===== config.mk =====
export PLATFORM = sky130hd
export DESIGN_NAME = iir_deadband_correction_filter
export DESIGN_NICKNAME = d
export VERILOG_FILES = /design/src/sv/idcf_pkg.sv /design/src/sv/iir_deadband_correction_filter.sv /design/src/sv/idcf_datapath.sv /design/src/sv/idcf_ctrl.sv
export SDC_FILE = /design/constraint.sdc
export NUM_CORES = 2
export LEC_CHECK = 0
export ABC_AREA = 1
export ABC_CLOCK_PERIOD_IN_PS = 20600
export BUFFER_PORTS_ARGS = -buffer_cell sky130_fd_sc_hd__buf_2
export CAP_MARGIN = 40
export CORE_UTILIZATION = 50
export DETAILED_ROUTE_END_ITERATION = 8
export MAX_ROUTING_LAYER = met4
export PLACE_DENSITY_LB_ADDON = 0.2
export SYNTH_ARGS = -nofsm -noshare
export SYNTH_HDL_FRONTEND = slang
export SYNTH_SLANG_ARGS = --single-unit

===== constraint.sdc =====
create_clock -name clk -period 20.6 [get_ports clk]
set_input_delay 6.18 -clock clk [delete_from_list [all_inputs] [get_ports clk]]
set_output_delay 6.18 -clock clk [all_outputs]
set_load 0.01 [all_outputs]

===== src/sv/idcf_pkg.sv =====
// Shared widths, codes and controller/datapath interface types for the deadband correction filter.
package idcf_pkg;

	localparam int FILTER_ORDER_DEF = 4;

	localparam int SAMP_W   = 32;
	localparam int COEF_W   = 32;
	localparam int GAIN_W   = 32;
	localparam int MM_W     = 21;
	localparam int HIST_W   = 48;
	localparam int CMD_W    = 2;
	localparam int IDX_W    = 3;
	localparam int CFG_IDX_W = 1;
	localparam int CFG_W    = 32;

	// Partial-product multiplier: the 48-bit history operand is taken in two 24-bit halves.
	localparam int LO_W     = 24;
	localparam int MUL_A_W  = LO_W + 1;
	localparam int MUL_B_W  = COEF_W + 1;
	localparam int PP_W     = MUL_A_W + MUL_B_W;
	localparam int FULL_W   = HIST_W + MUL_B_W;

	localparam int GAIN_SHIFT = 30;
	localparam int COEF_SHIFT = 27;

	localparam logic signed [HIST_W-1:0] MAX48 = {1'b0, {(HIST_W-1){1'b1}}};
	localparam logic signed [HIST_W-1:0] MIN48 = {1'b1, {(HIST_W-1){1'b0}}};

	localparam logic [CFG_IDX_W-1:0] REG_INV_GAIN = 1'd0;
	localparam logic [CFG_IDX_W-1:0] REG_MIN_MOVE = 1'd1;

	localparam logic [GAIN_W-1:0] INV_GAIN_RST = 32'd1073741824;
	localparam logic [MM_W-1:0]   MIN_MOVE_RST = 21'd6554;

	typedef enum logic [CMD_W-1:0] {
		CMD_FILTER  = 2'd0,
		CMD_LOAD_FF = 2'd1,
		CMD_LOAD_FB = 2'd2,
		CMD_CLEAR   = 2'd3
	} cmd_t;

	typedef enum logic [1:0] {
		A_UIN,
		A_IN_HIST,
		A_OUT_HIST,
		A_U
	} asel_t;

	typedef enum logic [1:0] {
		B_GAIN,
		B_FF,
		B_FB
	} bsel_t;

	typedef struct packed {
		logic  take;
		logic  ld_ff;
		logic  ld_fb;
		logic  clr;
		logic  load_uin;
		logic  mac_vld;
		logic  mac_hi;
		asel_t a_sel;
		bsel_t b_sel;
		logic  sum;
		logic  diff;
		logic  emit;
		logic  update;
	} ctrl_cmd_t;

	typedef struct packed {
		cmd_t req_cmd;
		logic pipe_busy;
		logic out_free;
	} dp_status_t;

endpackage


===== src/sv/iir_deadband_correction_filter.sv =====
// Top level of the deadband IIR guide correction filter: controller and datapath.
//
//   Channel   Direction  Handshake              Contents
//   request   in         in_valid / in_stall    command, coef_index, coef_value, sample
//   result    out        out_valid / out_stall  correction, suppressed
//   config    in         cfg_we                 cfg_index, cfg_data
//
// A filter request holds in_stall high until its result has been emitted and the correction
// sum updated; this includes any time the previous result still waits at the output.
// Its pace is set by the single shared 25x33 multiplier, which takes each 48-bit operand
// in two halves over 2*FILTER_ORDER + 2 products.
// Coefficient load and clear requests produce no result; in_stall is released after decode.
// Reset clears the coefficients, both histories and the correction sum at once.
// A stalled result stays in the output register while the next request is computed.
//
// A request is accepted while in_stall is low; the controller raises in_stall at once and
// releases it when the request completes. Every filter request first scales the
// uncorrected offset by the reciprocal gain, then accumulates the feed-forward taps on the
// old input history, the feedback taps on the old output history, and finally tap zero on
// the newly scaled input. The four-stage multiply pipeline (partial product, join and round
// bias, scale and saturate, accumulate) is drained before the filter output is formed.
module iir_deadband_correction_filter #(
	parameter int FILTER_ORDER = idcf_pkg::FILTER_ORDER_DEF
) (
	input  logic                                 clk,
	input  logic                                 arst_n,
	input  logic                                 cfg_we,
	input  logic [idcf_pkg::CFG_IDX_W-1:0]       cfg_index,
	input  logic [idcf_pkg::CFG_W-1:0]           cfg_data,
	input  logic                                 in_valid,
	output logic                                 in_stall,
	input  logic [idcf_pkg::CMD_W-1:0]           command,
	input  logic [idcf_pkg::IDX_W-1:0]           coef_index,
	input  logic signed [idcf_pkg::COEF_W-1:0]   coef_value,
	input  logic signed [idcf_pkg::SAMP_W-1:0]   sample,
	output logic                                 out_valid,
	input  logic                                 out_stall,
	output logic signed [idcf_pkg::SAMP_W-1:0]   correction,
	output logic                                 suppressed
);
	import idcf_pkg::*;

	localparam int TW = $clog2(FILTER_ORDER + 1);

	ctrl_cmd_t     cmd;
	dp_status_t    stat;
	logic [TW-1:0] tap;

	// The controller owns the request handshake and every sequencing decision.
	idcf_ctrl #(
		.FILTER_ORDER(FILTER_ORDER),
		.TW          (TW)
	) u_ctrl (
		.clk      (clk),
		.arst_n   (arst_n),
		.in_valid (in_valid),
		.in_stall (in_stall),
		.stat     (stat),
		.cmd      (cmd),
		.tap      (tap)
	);

	// The datapath holds all state of the filter and the result register.
	idcf_datapath #(
		.FILTER_ORDER(FILTER_ORDER),
		.TW          (TW)
	) u_dp (
		.clk        (clk),
		.arst_n     (arst_n),
		.cmd        (cmd),
		.tap        (tap),
		.cfg_we     (cfg_we),
		.cfg_index  (cfg_index),
		.cfg_data   (cfg_data),
		.command    (command),
		.coef_index (coef_index),
		.coef_value (coef_value),
		.sample     (sample),
		.out_stall  (out_stall),
		.stat       (stat),
		.out_valid  (out_valid),
		.correction (correction),
		.suppressed (suppressed)
	);

endmodule


===== src/sv/idcf_datapath.sv =====
// Datapath: request and coefficient registers, histories, shared multiply-accumulate and output stage.
module idcf_datapath #(
	parameter int FILTER_ORDER = idcf_pkg::FILTER_ORDER_DEF,
	parameter int TW = $clog2(FILTER_ORDER + 1)
) (
	input  logic                                 clk,
	input  logic                                 arst_n,
	input  idcf_pkg::ctrl_cmd_t                  cmd,
	input  logic [TW-1:0]                        tap,
	input  logic                                 cfg_we,
	input  logic [idcf_pkg::CFG_IDX_W-1:0]       cfg_index,
	input  logic [idcf_pkg::CFG_W-1:0]           cfg_data,
	input  logic [idcf_pkg::CMD_W-1:0]           command,
	input  logic [idcf_pkg::IDX_W-1:0]           coef_index,
	input  logic signed [idcf_pkg::COEF_W-1:0]   coef_value,
	input  logic signed [idcf_pkg::SAMP_W-1:0]   sample,
	input  logic                                 out_stall,
	output idcf_pkg::dp_status_t                 stat,
	output logic                                 out_valid,
	output logic signed [idcf_pkg::SAMP_W-1:0]   correction,
	output logic                                 suppressed
);
	import idcf_pkg::*;

	localparam int NTAP  = FILTER_ORDER + 1;
	localparam int HW    = (FILTER_ORDER > 1) ? $clog2(FILTER_ORDER) : 1;
	localparam int IXW   = (TW > IDX_W) ? TW : IDX_W;
	localparam int ACC_W = HIST_W + $clog2(2 * FILTER_ORDER + 1);

	typedef struct packed {
		logic vld;
		logic hi;
		logic gain;
	} pipe_tag_t;

	// Configuration registers.
	logic [GAIN_W-1:0] inv_gain_q;
	logic [MM_W-1:0]   min_move_q;

	always_ff @(posedge clk or negedge arst_n) begin
		if (!arst_n) begin
			inv_gain_q <= INV_GAIN_RST;
			min_move_q <= MIN_MOVE_RST;
		end else if (cfg_we) begin
			unique case (cfg_index)
				REG_INV_GAIN: inv_gain_q <= cfg_data[GAIN_W-1:0];
				REG_MIN_MOVE: min_move_q <= cfg_data[MM_W-1:0];
				default: ;
			endcase
		end
	end

	// Captured request.
	cmd_t                     req_cmd_q;
	logic [IDX_W-1:0]         req_idx_q;
	logic signed [COEF_W-1:0] req_coef_q;
	logic signed [SAMP_W-1:0] req_sample_q;

	always_ff @(posedge clk) begin
		if (cmd.take) begin
			req_cmd_q    <= cmd_t'(command);
			req_idx_q    <= coef_index;
			req_coef_q   <= coef_value;
			req_sample_q <= sample;
		end
	end

	// Coefficients. Feedback tap k (1..N) lives at fb_q[k-1].
	logic signed [COEF_W-1:0] ff_q [NTAP];
	logic signed [COEF_W-1:0] fb_q [FILTER_ORDER];
	logic [IXW-1:0]           idx_ext;
	logic                     idx_ok;

	assign idx_ext = IXW'(req_idx_q);
	assign idx_ok  = idx_ext <= IXW'(FILTER_ORDER);

	always_ff @(posedge clk or negedge arst_n) begin
		if (!arst_n) begin
			for (int k = 0; k < NTAP; k++) ff_q[k] <= '0;
			for (int k = 0; k < FILTER_ORDER; k++) fb_q[k] <= '0;
		end else begin
			if (cmd.ld_ff && idx_ok)
				ff_q[idx_ext[TW-1:0]] <= req_coef_q;
			if (cmd.ld_fb && idx_ok && (idx_ext != '0))
				fb_q[HW'(idx_ext - IXW'(1))] <= req_coef_q;
		end
	end

	// Histories and running correction sum. Entry k holds history index k before the shift.
	logic signed [HIST_W-1:0] in_hist_q  [FILTER_ORDER];
	logic signed [HIST_W-1:0] out_hist_q [FILTER_ORDER];
	logic signed [HIST_W-1:0] csum_q;
	logic signed [HIST_W-1:0] u_q;
	logic signed [HIST_W-1:0] y_q;
	logic signed [HIST_W-1:0] uin_q;
	logic signed [SAMP_W-1:0] q_q;

	// Uncorrected input: sample in Q16.32 plus the correction sum, saturated.
	logic signed [HIST_W:0] uin_w;
	assign uin_w = {req_sample_q[SAMP_W-1], req_sample_q, 16'd0} + {csum_q[HIST_W-1], csum_q};

	// Correction sum update with the emitted value.
	logic signed [HIST_W:0] cs_w;
	assign cs_w = {csum_q[HIST_W-1], csum_q} + {correction[SAMP_W-1], correction, 16'd0};

	always_ff @(posedge clk or negedge arst_n) begin
		if (!arst_n) begin
			for (int k = 0; k < FILTER_ORDER; k++) begin
				in_hist_q[k]  <= '0;
				out_hist_q[k] <= '0;
			end
			csum_q <= '0;
		end else if (cmd.clr) begin
			for (int k = 0; k < FILTER_ORDER; k++) begin
				in_hist_q[k]  <= '0;
				out_hist_q[k] <= '0;
			end
			csum_q <= '0;
		end else begin
			if (cmd.diff) begin
				for (int k = 1; k < FILTER_ORDER; k++) begin
					in_hist_q[k]  <= in_hist_q[k-1];
					out_hist_q[k] <= out_hist_q[k-1];
				end
				in_hist_q[0]  <= u_q;
				out_hist_q[0] <= y_q;
			end
			if (cmd.update) begin
				if (cs_w[HIST_W] != cs_w[HIST_W-1])
					csum_q <= cs_w[HIST_W] ? MIN48 : MAX48;
				else
					csum_q <= cs_w[HIST_W-1:0];
			end
		end
	end

	always_ff @(posedge clk) begin
		if (cmd.load_uin) begin
			if (uin_w[HIST_W] != uin_w[HIST_W-1])
				uin_q <= uin_w[HIST_W] ? MIN48 : MAX48;
			else
				uin_q <= uin_w[HIST_W-1:0];
		end
	end

	// Operand selection and partial-product multiply.
	logic [HW-1:0]             hidx;
	logic signed [HIST_W-1:0]  a_op;
	logic signed [MUL_B_W-1:0] b_op;
	logic signed [MUL_A_W-1:0] ma;
	logic signed [PP_W-1:0]    pp;

	assign hidx = HW'(tap - TW'(1));

	always_comb begin
		unique case (cmd.a_sel)
			A_UIN:      a_op = uin_q;
			A_IN_HIST:  a_op = in_hist_q[hidx];
			A_OUT_HIST: a_op = out_hist_q[hidx];
			A_U:        a_op = u_q;
			default:    a_op = u_q;
		endcase
		unique case (cmd.b_sel)
			B_GAIN:  b_op = {1'b0, inv_gain_q};
			B_FF:    b_op = {ff_q[tap][COEF_W-1], ff_q[tap]};
			B_FB:    b_op = {fb_q[hidx][COEF_W-1], fb_q[hidx]};
			default: b_op = {1'b0, inv_gain_q};
		endcase
	end

	assign ma = cmd.mac_hi ? {a_op[HIST_W-1], a_op[HIST_W-1:LO_W]} : {1'b0, a_op[LO_W-1:0]};
	assign pp = ma * b_op;

	// Stage 1: partial product.
	pipe_tag_t              tag_s1;
	logic signed [PP_W-1:0] pp_s1;

	always_ff @(posedge clk or negedge arst_n) begin
		if (!arst_n)
			tag_s1 <= '0;
		else
			tag_s1 <= '{vld: cmd.mac_vld, hi: cmd.mac_hi, gain: (cmd.b_sel == B_GAIN)};
	end

	always_ff @(posedge clk) begin
		pp_s1 <= pp;
	end

	// Stage 2: join both halves and add the rounding bias.
	logic signed [PP_W-1:0]   lo_q;
	logic signed [FULL_W-1:0] hi_ext;
	logic signed [FULL_W-1:0] lo_ext;
	logic signed [FULL_W-1:0] rnd;
	pipe_tag_t                tag_s2;
	logic signed [FULL_W-1:0] full_s2;

	assign hi_ext = {{(FULL_W-PP_W){pp_s1[PP_W-1]}}, pp_s1};
	assign lo_ext = {{(FULL_W-PP_W){lo_q[PP_W-1]}}, lo_q};
	assign rnd    = tag_s1.gain ? (FULL_W'(1) <<< (GAIN_SHIFT - 1))
	                            : (FULL_W'(1) <<< (COEF_SHIFT - 1));

	always_ff @(posedge clk or negedge arst_n) begin
		if (!arst_n)
			tag_s2 <= '0;
		else
			tag_s2 <= '{vld: tag_s1.vld && tag_s1.hi, hi: 1'b1, gain: tag_s1.gain};
	end

	always_ff @(posedge clk) begin
		if (tag_s1.vld && !tag_s1.hi)
			lo_q <= pp_s1;
		full_s2 <= (hi_ext <<< LO_W) + lo_ext + rnd;
	end

	// Stage 3: scale back to Q16.32 and saturate.
	logic signed [FULL_W-1:0] sh;
	logic                     sh_ovf;
	pipe_tag_t                tag_s3;
	logic signed [HIST_W-1:0] rp_s3;

	assign sh     = tag_s2.gain ? (full_s2 >>> GAIN_SHIFT) : (full_s2 >>> COEF_SHIFT);
	assign sh_ovf = !((&sh[FULL_W-1:HIST_W-1]) || !(|sh[FULL_W-1:HIST_W-1]));

	always_ff @(posedge clk or negedge arst_n) begin
		if (!arst_n)
			tag_s3 <= '0;
		else
			tag_s3 <= tag_s2;
	end

	always_ff @(posedge clk) begin
		if (sh_ovf)
			rp_s3 <= sh[FULL_W-1] ? MIN48 : MAX48;
		else
			rp_s3 <= sh[HIST_W-1:0];
	end

	// Stage 4: scaled input or filter accumulation.
	logic signed [ACC_W-1:0] acc_q;

	always_ff @(posedge clk) begin
		if (cmd.load_uin)
			acc_q <= '0;
		else if (tag_s3.vld && !tag_s3.gain)
			acc_q <= acc_q + {{(ACC_W-HIST_W){rp_s3[HIST_W-1]}}, rp_s3};
		if (tag_s3.vld && tag_s3.gain)
			u_q <= rp_s3;
	end

	// Filter output, rounded difference and deadband.
	logic                     acc_ovf;
	logic signed [HIST_W+1:0] t_w;
	logic signed [SAMP_W+1:0] qf;
	logic [SAMP_W:0]          mag;
	logic                     supp;

	assign acc_ovf = !((&acc_q[ACC_W-1:HIST_W-1]) || !(|acc_q[ACC_W-1:HIST_W-1]));
	assign t_w = {{2{y_q[HIST_W-1]}}, y_q} - {{2{csum_q[HIST_W-1]}}, csum_q}
	           + (HIST_W+2)'(32768);
	assign qf  = t_w[HIST_W+1:16];
	assign mag = q_q[SAMP_W-1] ? ((SAMP_W+1)'(0) - {q_q[SAMP_W-1], q_q}) : {1'b0, q_q};
	assign supp = mag < (SAMP_W+1)'(min_move_q);

	always_ff @(posedge clk) begin
		if (cmd.sum) begin
			if (acc_ovf)
				y_q <= acc_q[ACC_W-1] ? MIN48 : MAX48;
			else
				y_q <= acc_q[HIST_W-1:0];
		end
		if (cmd.diff) begin
			if (!((&qf[SAMP_W+1:SAMP_W-1]) || !(|qf[SAMP_W+1:SAMP_W-1])))
				q_q <= qf[SAMP_W+1] ? {1'b1, {(SAMP_W-1){1'b0}}} : {1'b0, {(SAMP_W-1){1'b1}}};
			else
				q_q <= qf[SAMP_W-1:0];
		end
	end

	// Output register.
	logic out_vld_q;

	always_ff @(posedge clk or negedge arst_n) begin
		if (!arst_n)
			out_vld_q <= 1'b0;
		else if (cmd.emit)
			out_vld_q <= 1'b1;
		else if (!out_stall)
			out_vld_q <= 1'b0;
	end

	always_ff @(posedge clk) begin
		if (cmd.emit) begin
			correction <= supp ? '0 : q_q;
			suppressed <= supp;
		end
	end

	assign out_valid      = out_vld_q;
	assign stat.req_cmd   = req_cmd_q;
	assign stat.pipe_busy = tag_s1.vld || tag_s2.vld || tag_s3.vld;
	assign stat.out_free  = !out_vld_q || !out_stall;

endmodule


===== src/sv/idcf_ctrl.sv =====
// Controller: sequences command decode, the multiply-accumulate passes and result delivery.
module idcf_ctrl #(
	parameter int FILTER_ORDER = idcf_pkg::FILTER_ORDER_DEF,
	parameter int TW = $clog2(FILTER_ORDER + 1)
) (
	input  logic                 clk,
	input  logic                 arst_n,
	input  logic                 in_valid,
	output logic                 in_stall,
	input  idcf_pkg::dp_status_t stat,
	output idcf_pkg::ctrl_cmd_t  cmd,
	output logic [TW-1:0]        tap
);
	import idcf_pkg::*;

	localparam logic [TW-1:0] TAP_LAST = TW'(FILTER_ORDER);

	typedef enum logic [3:0] {
		S_IDLE,
		S_DECODE,
		S_GAIN,
		S_FF,
		S_FB,
		S_FF0,
		S_DRAIN,
		S_SUM,
		S_DIFF,
		S_EMIT,
		S_UPDATE
	} state_t;

	state_t        state_q;
	logic          stall_q;
	logic          half_q;
	logic [TW-1:0] tap_q;

	always_ff @(posedge clk or negedge arst_n) begin
		if (!arst_n) begin
			state_q <= S_IDLE;
			stall_q <= 1'b0;
			half_q  <= 1'b0;
			tap_q   <= '0;
		end else begin
			unique case (state_q)
				S_IDLE: begin
					if (in_valid && !stall_q) begin
						state_q <= S_DECODE;
						stall_q <= 1'b1;
					end
				end
				S_DECODE: begin
					half_q <= 1'b0;
					if (stat.req_cmd == CMD_FILTER) begin
						state_q <= S_GAIN;
					end else begin
						state_q <= S_IDLE;
						stall_q <= 1'b0;
					end
				end
				S_GAIN: begin
					half_q <= ~half_q;
					if (half_q) begin
						state_q <= S_FF;
						tap_q   <= TW'(1);
					end
				end
				S_FF: begin
					half_q <= ~half_q;
					if (half_q) begin
						if (tap_q == TAP_LAST) begin
							state_q <= S_FB;
							tap_q   <= TW'(1);
						end else begin
							tap_q <= tap_q + TW'(1);
						end
					end
				end
				S_FB: begin
					half_q <= ~half_q;
					if (half_q) begin
						if (tap_q == TAP_LAST) begin
							state_q <= S_FF0;
							tap_q   <= '0;
						end else begin
							tap_q <= tap_q + TW'(1);
						end
					end
				end
				S_FF0: begin
					half_q <= ~half_q;
					if (half_q)
						state_q <= S_DRAIN;
				end
				S_DRAIN: begin
					if (!stat.pipe_busy)
						state_q <= S_SUM;
				end
				S_SUM:  state_q <= S_DIFF;
				S_DIFF: state_q <= S_EMIT;
				S_EMIT: begin
					if (stat.out_free)
						state_q <= S_UPDATE;
				end
				S_UPDATE: begin
					state_q <= S_IDLE;
					stall_q <= 1'b0;
				end
				default: state_q <= S_IDLE;
			endcase
		end
	end

	always_comb begin
		cmd       = '0;
		cmd.a_sel = A_UIN;
		cmd.b_sel = B_GAIN;
		cmd.take  = (state_q == S_IDLE) && in_valid && !stall_q;
		unique case (state_q)
			S_DECODE: begin
				unique case (stat.req_cmd)
					CMD_FILTER:  cmd.load_uin = 1'b1;
					CMD_LOAD_FF: cmd.ld_ff    = 1'b1;
					CMD_LOAD_FB: cmd.ld_fb    = 1'b1;
					CMD_CLEAR:   cmd.clr      = 1'b1;
					default: ;
				endcase
			end
			S_GAIN: begin
				cmd.mac_vld = 1'b1;
				cmd.mac_hi  = half_q;
			end
			S_FF: begin
				cmd.mac_vld = 1'b1;
				cmd.mac_hi  = half_q;
				cmd.a_sel   = A_IN_HIST;
				cmd.b_sel   = B_FF;
			end
			S_FB: begin
				cmd.mac_vld = 1'b1;
				cmd.mac_hi  = half_q;
				cmd.a_sel   = A_OUT_HIST;
				cmd.b_sel   = B_FB;
			end
			S_FF0: begin
				cmd.mac_vld = 1'b1;
				cmd.mac_hi  = half_q;
				cmd.a_sel   = A_U;
				cmd.b_sel   = B_FF;
			end
			S_SUM:    cmd.sum    = 1'b1;
			S_DIFF:   cmd.diff   = 1'b1;
			S_EMIT:   cmd.emit   = stat.out_free;
			S_UPDATE: cmd.update = 1'b1;
			default: ;
		endcase
	end

	assign in_stall = stall_q;
	assign tap      = tap_q;

endmodule


==> results_dict.tcl <==
set metrics [dict create \
    root_buffer "clkbuf_16" \
    dp_hpwl_um 262000 \
    ys_warn_count 0 \
    core_um2 191000 \
    antenna_left 0 \
    synth_edf_count 297 \
    min_period_ns 11.98 \
    drc_errors 0 \
    fill_cells 17800 \
    cts_buffers 146 \
    critPathMaxStageDelay_ns 0.82 \
    finalNonFillerCells 14300 \
    hold_path_class "register to register" \
    finalSetupTns_ns 0 \
    synthToLayoutAreaGrowth_pct 8.61 \
    clock-skew-final_ns 0.0395 \
    grt.total_usage_pct 36.6 \
    regToRegSetupSlack_ns 8.62 \
    start_util_pct 50.5 \
    die_y_um 441 \
    clock_latency_ns 0.82 \
    syn-num-nets 13100 \
    drt-total-wl_um 344000 \
    gp_congestion 1.06 \
    port_buffers 141 \
    fin_crit_sh_pct 58.2 \
    cp.required_ns 21.33 \
    grt_pass1_vias 79000 \
    drv_cap 0 \
    clock_path_buffers 3 \
    rsz0062_at_grt "false" \
    die-area_um2 194000 \
    netlist_area_um2 96300 \
    drive_above_1_share_pct 5.12 \
    criticalPathCategory "register to register" \
    netlist_instances 11700 \
    dr.pass1.iters 6 \
    maxSlewHeadroom_pct 23.2 \
    placed_cells 14000 \
    die_w_um 441 \
    viasPerCell 5.71 \
    synthArstFlopShare_pct 60.4 \
    postPlaceCellArea_um2 99600 \
    crit_arrival_ns 12.71 \
    cts_setup_buffers 0 \
    clkSinkCount 1284 \
    ys_seq_area_share_pct 33.8 \
    cts.repair.resized 0 \
    vias 81400 \
    placementRows 160 \
    syn_area_per_cell_um2 8.22 \
    cts_hold_buffers 0 \
    crit_path_top_delay_cell "dfrtp_4" \
    cpMostUsedCell "fa_1" \
    grt_pass1_wl_um 511000 \
    grt_start_max_net_pins 266 \
    clkTransAtPathRegs_ns 0.06 \
    nets 13000 \
    finalMaxSlewViolations 0 \
    synthDistinctLibCells 58 \
    finalSetupViolations 0 \
    layout_commonest_cell "nand2_1" \
    drt_first_iter_violations 8606 \
    end_kind "register" \
    cp_max_fo 109 \
    ioPinCount 142 \
    cts_tree "built" \
    hold_violations 0 \
    antenna_found_initial 11 \
    route.detailed.wl_per_inst_um 24.1 \
    final_cell_mix "2411 x nand2_1, 2097 x inv_1, 1017 x o21ai_0" \
    ys_seq_elements 1284 \
    utilization_pct 54.8 \
    overflow 0 \
    max_freq_mhz 83.5 \
    crit_path_start_kind "register" \
    ctsHtreeMaxLevel 4 \
    worst_pin_slew_ns 1.15 \
    synth_ff_type "dfrtp_1" \
    fin_area_um2 105000 \
    outcome "finished, final reports clean" \
]
[per-layer routing]
layer,vias to the layer above,GRT usage [%],wire length [µm]
met2,3614,52.3,147000
met3,631,8.39,33000
li1,37000,-,-
met5,-,-,0
met4,0,13.4,14700
met1,40200,50.6,149000
[cells in the mapped netlist (11+ instances only)]
cell | instances | area [µm²]
nand4_1 | 49 | 307
a221o_1 | 11 | 110
ha_1 | 454 | 5680
dfxtp_1 | 212 | 4240
mux2_2 | 11 | 124
inv_2 | 17 | 63.8
a21oi_1 | 632 | 3160
a31oi_1 | 83 | 519
nor4_1 | 13 | 81.3
xnor2_1 | 87 | 762
o221ai_1 | 41 | 359
o22ai_1 | 246 | 1540
o21bai_1 | 25 | 188
o2111ai_1 | 18 | 158
buf_2 | 69 | 345
edfxtp_1 | 297 | 8920
o21a_1 | 33 | 248
nand3_1 | 367 | 1840
o211ai_1 | 74 | 556
nor2_1 | 916 | 3440
buf_1 | 36 | 135
clkbuf_1 | 401 | 1510
nand3b_1 | 11 | 82.6
inv_1 | 2101 | 7890
o21ai_0 | 1038 | 5190
a21o_1 | 34 | 255
nor3_1 | 58 | 290
dfrtp_1 | 767 | 19200
a221oi_1 | 28 | 245
fa_1 | 847 | 17000
a21boi_0 | 12 | 90.1
nand2_1 | 2417 | 9070
mux2i_1 | 47 | 470
xor2_1 | 161 | 1410
[registers in the layout, summed over array words and instances (netlist names), 33 cells and up]
signal           flops
u_dp.rp_s3          48
u_dp.y_q            48
u_dp.full_s2        54
u_dp.uin_q          33
u_dp.pp_s1          58
u_dp.in_hist_q     192
u_dp.u_q            48
u_dp.out_hist_q    192
u_dp.acc_q          52
u_dp.lo_q           34
u_dp.csum_q         33
u_dp.fb_q          128
u_dp.ff_q          160
[critical path, delay by kind of cell, from the launching register on]
family,cells,cell delay (ns)
adder cells (fa/ha/maj),9,4.62
flip-flops,1,0.82
buffers and inverters,8,2.82
AO/OA/AOI/OAI,5,1.33
XOR/XNOR,1,0.21
AND/OR/NAND/NOR,8,1.92
[path summary, 6_finish.rpt]
kind / startpoint / endpoint / depth (start not counted)
max in group asynchronous: arst_n / u_dp.tag_s2[0] / 4
hold / removal: u_dp.tag_s2[2] / u_dp.tag_s3[2] / 0
setup / recovery: u_ctrl.tap[0] / u_dp.pp_s1[54] / 31
min in group asynchronous: arst_n / u_dp.ff_q[56] / 1
hold reg to reg: u_dp.tag_s2[2] / u_dp.tag_s3[2] / 0
setup reg to reg: u_ctrl.tap[0] / u_dp.pp_s1[54] / 31
[stage by stage]
stage | hold slack, ns | setup WS [ns]
global placement | 0.375 | 8.77
detailed placement | 0.366 | 8.95
global route | 0.393 | 8.31
finish | 0.382 | 8.62
CTS | 0.387 | 8.87
floorplan | 0.352 | 7.06
[cell families (layout without fill, tap and decap cells)]
family | count (synthesis) | count (layout) | synth area share (%)
flip-flops | 1284 | 1284 | 33.8
AO/OA/AOI/OAI | 2311 | 2311 | 13.4
AND/OR/NAND/NOR | 3861 | 3861 | 15.9
buffers and inverters | 2640 | 2669 | 10.4
multiplexers | 58 | 58 | 0.617
XOR/XNOR | 251 | 251 | 2.31
adder cells (fa/ha/maj) | 1301 | 1301 | 23.5
other | 0 | 7 | 0
[area by class of cell]
cell class	instances	area (µm²)	share of cell area [%]
sequential	1284	32600	31.2
tap	2511	3140	3.01
timing repair buffer	274	2040	1.95
multi-input combinational	7782	53800	51.5
antenna	7	17.5	0.0168
clock inverter	51	594	0.568
clock buffer	216	4350	4.16
inverter	2128	8010	7.66
Power is not shown: default switching activity piles up to over one toggle a cycle in this logic, so the estimate is an artifact.
